File: src/rtl/core/bfa_pkg.sv
// ----------------------------------------------------------------------------
// Bitmap frame allocator package
// Shared widths, command and status codes, reset values and the search result
// type passed between the allocator and its first-zero finder.
// ----------------------------------------------------------------------------
package bfa_pkg;

  localparam int MAX_FRAME_COUNT_DEF = 131072;
  localparam int FRAME_BYTES_DEF     = 4096;
  localparam int LOW_MEMORY_KB       = 1024;

  localparam int WORD_BITS   = 32;
  localparam int BIT_IDX_W   = 5;

  localparam int KB_W        = 22;
  localparam int CFG_DATA_W  = 32;
  localparam int CFG_INDEX_W = 1;
  localparam int FREE_ADDR_W = 32;
  localparam int ADDR_W      = 29;
  localparam int STATUS_W    = 2;
  localparam int COUNT_W     = 18;

  localparam logic [KB_W-1:0]        UPPER_KB_RESET     = 22'd523264;
  localparam logic [CFG_DATA_W-1:0]  RESERVED_END_RESET = 32'd2097152;

  localparam logic [CFG_INDEX_W-1:0] REG_UPPER_KB     = 1'd0;
  localparam logic [CFG_INDEX_W-1:0] REG_RESERVED_END = 1'd1;

  localparam logic CMD_ALLOC = 1'b0;
  localparam logic CMD_FREE  = 1'b1;

  localparam logic [STATUS_W-1:0] STATUS_ALLOCATED = 2'd0;
  localparam logic [STATUS_W-1:0] STATUS_NO_MEMORY = 2'd1;
  localparam logic [STATUS_W-1:0] STATUS_FREED     = 2'd2;
  localparam logic [STATUS_W-1:0] STATUS_IGNORED   = 2'd3;

  typedef struct packed {
    logic                 found;
    logic [BIT_IDX_W-1:0] bit_idx;
  } zero_hit_t;

endpackage

File: src/rtl/core/bfa_first_zero.sv
// ----------------------------------------------------------------------------
// First free bit finder
// Returns the lowest clear bit of one map word among the bits marked valid.
// ----------------------------------------------------------------------------
module bfa_first_zero (
  input  logic [bfa_pkg::WORD_BITS-1:0] word,
  input  logic [bfa_pkg::WORD_BITS-1:0] valid_mask,
  output bfa_pkg::zero_hit_t            hit
);
  import bfa_pkg::*;

  logic [WORD_BITS-1:0] free_bits;

  always_comb begin
    free_bits   = ~word & valid_mask;
    hit.found   = |free_bits;
    hit.bit_idx = '0;
    // Walking down leaves the lowest set bit as the final choice.
    for (int i = WORD_BITS - 1; i >= 0; i--) begin
      if (free_bits[i]) begin
        hit.bit_idx = BIT_IDX_W'(i);
      end
    end
  end

endmodule

File: config.mk
export PLATFORM = sky130hd
export DESIGN_NAME = bfa_first_zero
export DESIGN_NICKNAME = d
export VERILOG_FILES = /design/src/rtl/core/bfa_pkg.sv /design/src/rtl/core/bfa_first_zero.sv
export SDC_FILE = /design/constraint.sdc
export NUM_CORES = 1
export LEC_CHECK = 0
export ABC_AREA = 1
export BUFFER_PORTS_ARGS = -buffer_cell sky130_fd_sc_hd__buf_4
export CELL_PAD_IN_SITES_DETAIL_PLACEMENT = 0
export CELL_PAD_IN_SITES_GLOBAL_PLACEMENT = 1
export CORE_MARGIN = 2
export CORE_UTILIZATION = 20
export DETAILED_ROUTE_END_ITERATION = 10
export PLACE_DENSITY_LB_ADDON = 0.3
export RECOVER_POWER = 50
export SYNTH_ARGS = -nofsm -noshare
export SYNTH_HDL_FRONTEND = slang
export SYNTH_SLANG_ARGS = --single-unit
File: constraint.sdc
create_clock -name vclk -period 4.1
set_clock_uncertainty 0.2 [all_clocks]
set_input_delay 1.025 -clock vclk [all_inputs]
set_output_delay 1.025 -clock vclk [all_outputs]
set_load 0.05 [all_outputs]
# After elaboration in Yosys (flattened, before gate mapping)
# Cells that the tools add are included.
# classes
mux	32
n_reduce_logical	1
n_bitwise	2
# op_table
cell	n
$mux W5	32
$and A32 B32 Y32	1
$not A32 Y32	1
$reduce_or A32 Y1	1
# totals
input_bits	64
word_cells	35
regBits	0
out_inout_bits	6

# Longest topological paths before layout
# logic_depth
word_depth	34
mapped_depth	32
ltp_nobuf	32

# Least setup slack after synthesis
# OpenSTA, ideal clock, no wires.
# synth_timing
kind	input to output
from	input port valid_mask[31] (netlist bit)
to	output port hit[0] (netlist bit)
arrival_time_ps	2837
setup_slack_ps	38
stages	32
path_cell_list	inv_1 -> nor2_2 -> nand2_1 -> nand2_1 -> nand2_1 -> nand2_1 -> nand2_1 -> nand2_1 -> nand2_1 -> nand2_1 -> nand2_1 -> nand2_1 -> nand2_1 -> nand2_1 -> nand2_1 -> nand2_1 -> nand2_1 -> nand2_1 -> nand2_1 -> nand2_1 -> nand2_1 -> nand2_1 -> nand2_1 -> nand2_1 -> nand2_1 -> nand2_1 -> nand2_1 -> nand2_1 -> nand2_1 -> nand2_1 -> nand2_1 -> a21oi_2
# synth_lines
element	line_no	rtl
from (decl)	bfa_first_zero.sv:7	input logic [bfa_pkg::WORD_BITS-1:0] valid_mask,
to (decl)	bfa_first_zero.sv:8	output bfa_pkg::zero_hit_t hit

==> flow_summary.json <==
{
  "critPathBufInv": 2,
  "first_iter_violations": 4,
  "avgRoutedWirePerCell_um": 7.19,
  "n_fill_cell": 368,
  "wl_um": 1860,
  "floorplan.rows": 20,
  "commonest_cells_in_the_netlist": "nand2_1 (53), inv_1 (24), nand2_2 (24), nor2_1 (21), inv_2 (8)",
  "number_of_global_route_vias_before_repair": 872,
  "start_util_pct": 21.4,
  "buffer_ports.inserted": 70,
  "fmaxAchievable_ghz": 0.245,
  "layout.sequential_cells": 0,
  "max_cap_viol_count": 0,
  "timing.max_slew.rel_slack_pct": 58.1,
  "crit_required_ns": 2.87,
  "max-vdd-ir-drop_mv": 0.0322,
  "timing.final.ws_setup_ns": 0.0155,
  "vias": 986,
  "cellLeakagePower_nw": 0.820,
  "layout-drive-gt1-share_pct": 50.2,
  "syn2layout_area_growth_pct": 89.1,
  "critical_path_peak_fanout": 2,
  "crit_path_end_kind": "primary output",
  "num_io_pins": 70,
  "yosysSeqAreaShare_pct": 0,
  "synth.lib_cells_used.distinct": 15,
  "final-setup-viol-count": 0,
  "drtPass1Iterations": 2,
  "placeableCoreArea_um2": 3100,
  "post_synth_inst_count": 145,
  "register_area_um2": 0,
  "fin_setup_tns_ns": 0,
  "design.final.nets": 281,
  "run_status": "completed",
  "dp.final_hpwl_um": 1770,
  "overall_die_area_um2": 3800,
  "slowest_delay_ns": 0.17,
  "count_of_inserted_antenna_diode_cells": 0,
  "yosys-top-cells-area": "nand2_1 (30%), nand2_2 (23%), inv_1 (14%)",
  "worst-endpoint-arrival_ns": 2.86,
  "drcViolationCount": 0,
  "tightest_slew_ns": 0.631,
  "place_congestion": 0.663,
  "ys_warn_count": 0,
  "rsz0062_at_grt": "true",
  "via_per_inst": 3.81,
  "die_width_um": 61.6,
  "synth_largest_area_cell": "nand2_1",
  "synth_top_cell_area_share_pct": 29.9,
  "grt_antenna_before_repair": 0,
  "ant_nets": 0,
  "post-place-ws_ns": -0.0397,
  "global_route_wire_length_before_repair_um": 3000,
  "post_layout_min_period_ns": 4.08,
  "crit_slowest_cell": "buf_6",
  "postSynthNetCount": 209,
  "criticalPathCategory": "in -> out",
  "grt.total_usage_pct": 9.47,
  "synth.most_common_cell": "nand2_1",
  "clkbuf_count": 0,
  "die_y_um": 61.6,
  "hp-class": "in -> out",
  "final_max_tran_viols": 0,
  "critical-path-top-cell-by-count": "nand2_1",
  "finalHoldViolations": 0,
  "pwr_density_cell_nw_per_um2": 108,
  "grt_overflow_total": 0,
  "worst_path_dominant_cell_family": "simple AND/OR/NAND/NOR gates",
  "syn_area_per_cell_um2": 4.58,
  "post_synth_instance_area_um2": 664,
  "fin_crit_sh_pct": 99.6,
  "timing.critical_path.from_type": "primary input",
  "cts-hold-fix-buffers": 0,
  "grt_start_max_net_pins": 4
}
[final cells by class]
| class | count | area (um^2) | area share (%) |
|---|---|---|---|
| tap | 44 | 55.1 | 4.38 |
| multi-input combinational | 113 | 552 | 43.9 |
| inverter | 32 | 120 | 9.56 |
| timing repair buffer | 70 | 529 | 42.1 |
[worst paths after layout]
kind / slack (ns) / depth (start not counted) / from / to
max: 0.02 / 33 / word[31] / hit[0]
min: 2.24 / 5 / word[1] / hit[0]
[layout by cell type, fill, tap and decap left out]
cell,netlist,routed
a21oi_2,1,1
nor3_1,1,1
buf_6,0,3
a31oi_1,3,3
o31ai_1,1,1
buf_4,0,65
nand2_4,4,4
clkbuf_1,0,2
nand2_1,53,52
nor2_1,21,21
o21ai_0,1,1
nor2_4,0,1
o21ai_1,1,1
nand2_2,24,25
inv_2,8,9
inv_1,24,23
o21bai_1,1,1
a21boi_1,1,1
[cells by family (layout without fill, tap and decap cells)]
kind of cell           count (synthesis)  count (layout)  synth area share (%)
buffers and inverters                 32             102                  18.1
AND/OR/NAND/NOR                      104             104                  72.9
AO/OA/AOI/OAI                          9               9                  9.04
[routing by layer]
layer | GRT usage (%) | vias to the layer above | wire length (um)
met5 | 0 | - | 0
met1 | 11.3 | 399 | 800
met3 | 0.420 | 0 | 124
li1 | - | 558 | -
met4 | 0 | 0 | 0
met2 | 19.4 | 29 | 938
[per-stage QoR]
step	instance area [um^2]	util, %	hold WS, ns	total power, mW	std cells
6_report	1260	40.5	2.24	0.136	259
2_1_floorplan	664	-	2.08	0.0718	145
5_1_grt	1260	40.5	2.26	0.152	259
3_3_place_gp	1240	40.1	2.27	0.135	259
4_1_cts	1250	40.4	2.24	0.138	259
3_5_place_dp	1240	40.1	2.26	0.136	259
[what timing repair did]
item | CTS | global route
setup buffers | 0 | 0
endpoints found under the setup margin | 1 | 1
resized for setup | 4 | 2
cloned | 0 | 0
[power by group]
group | internal [mW] | switching [mW] | leakage (nW)
Clock | 0 | 0 | 0
Sequential | 0 | 0 | 0
Combinational | 0.0696 | 0.0663 | 0.820
Power figures use the tool's default switching activity.
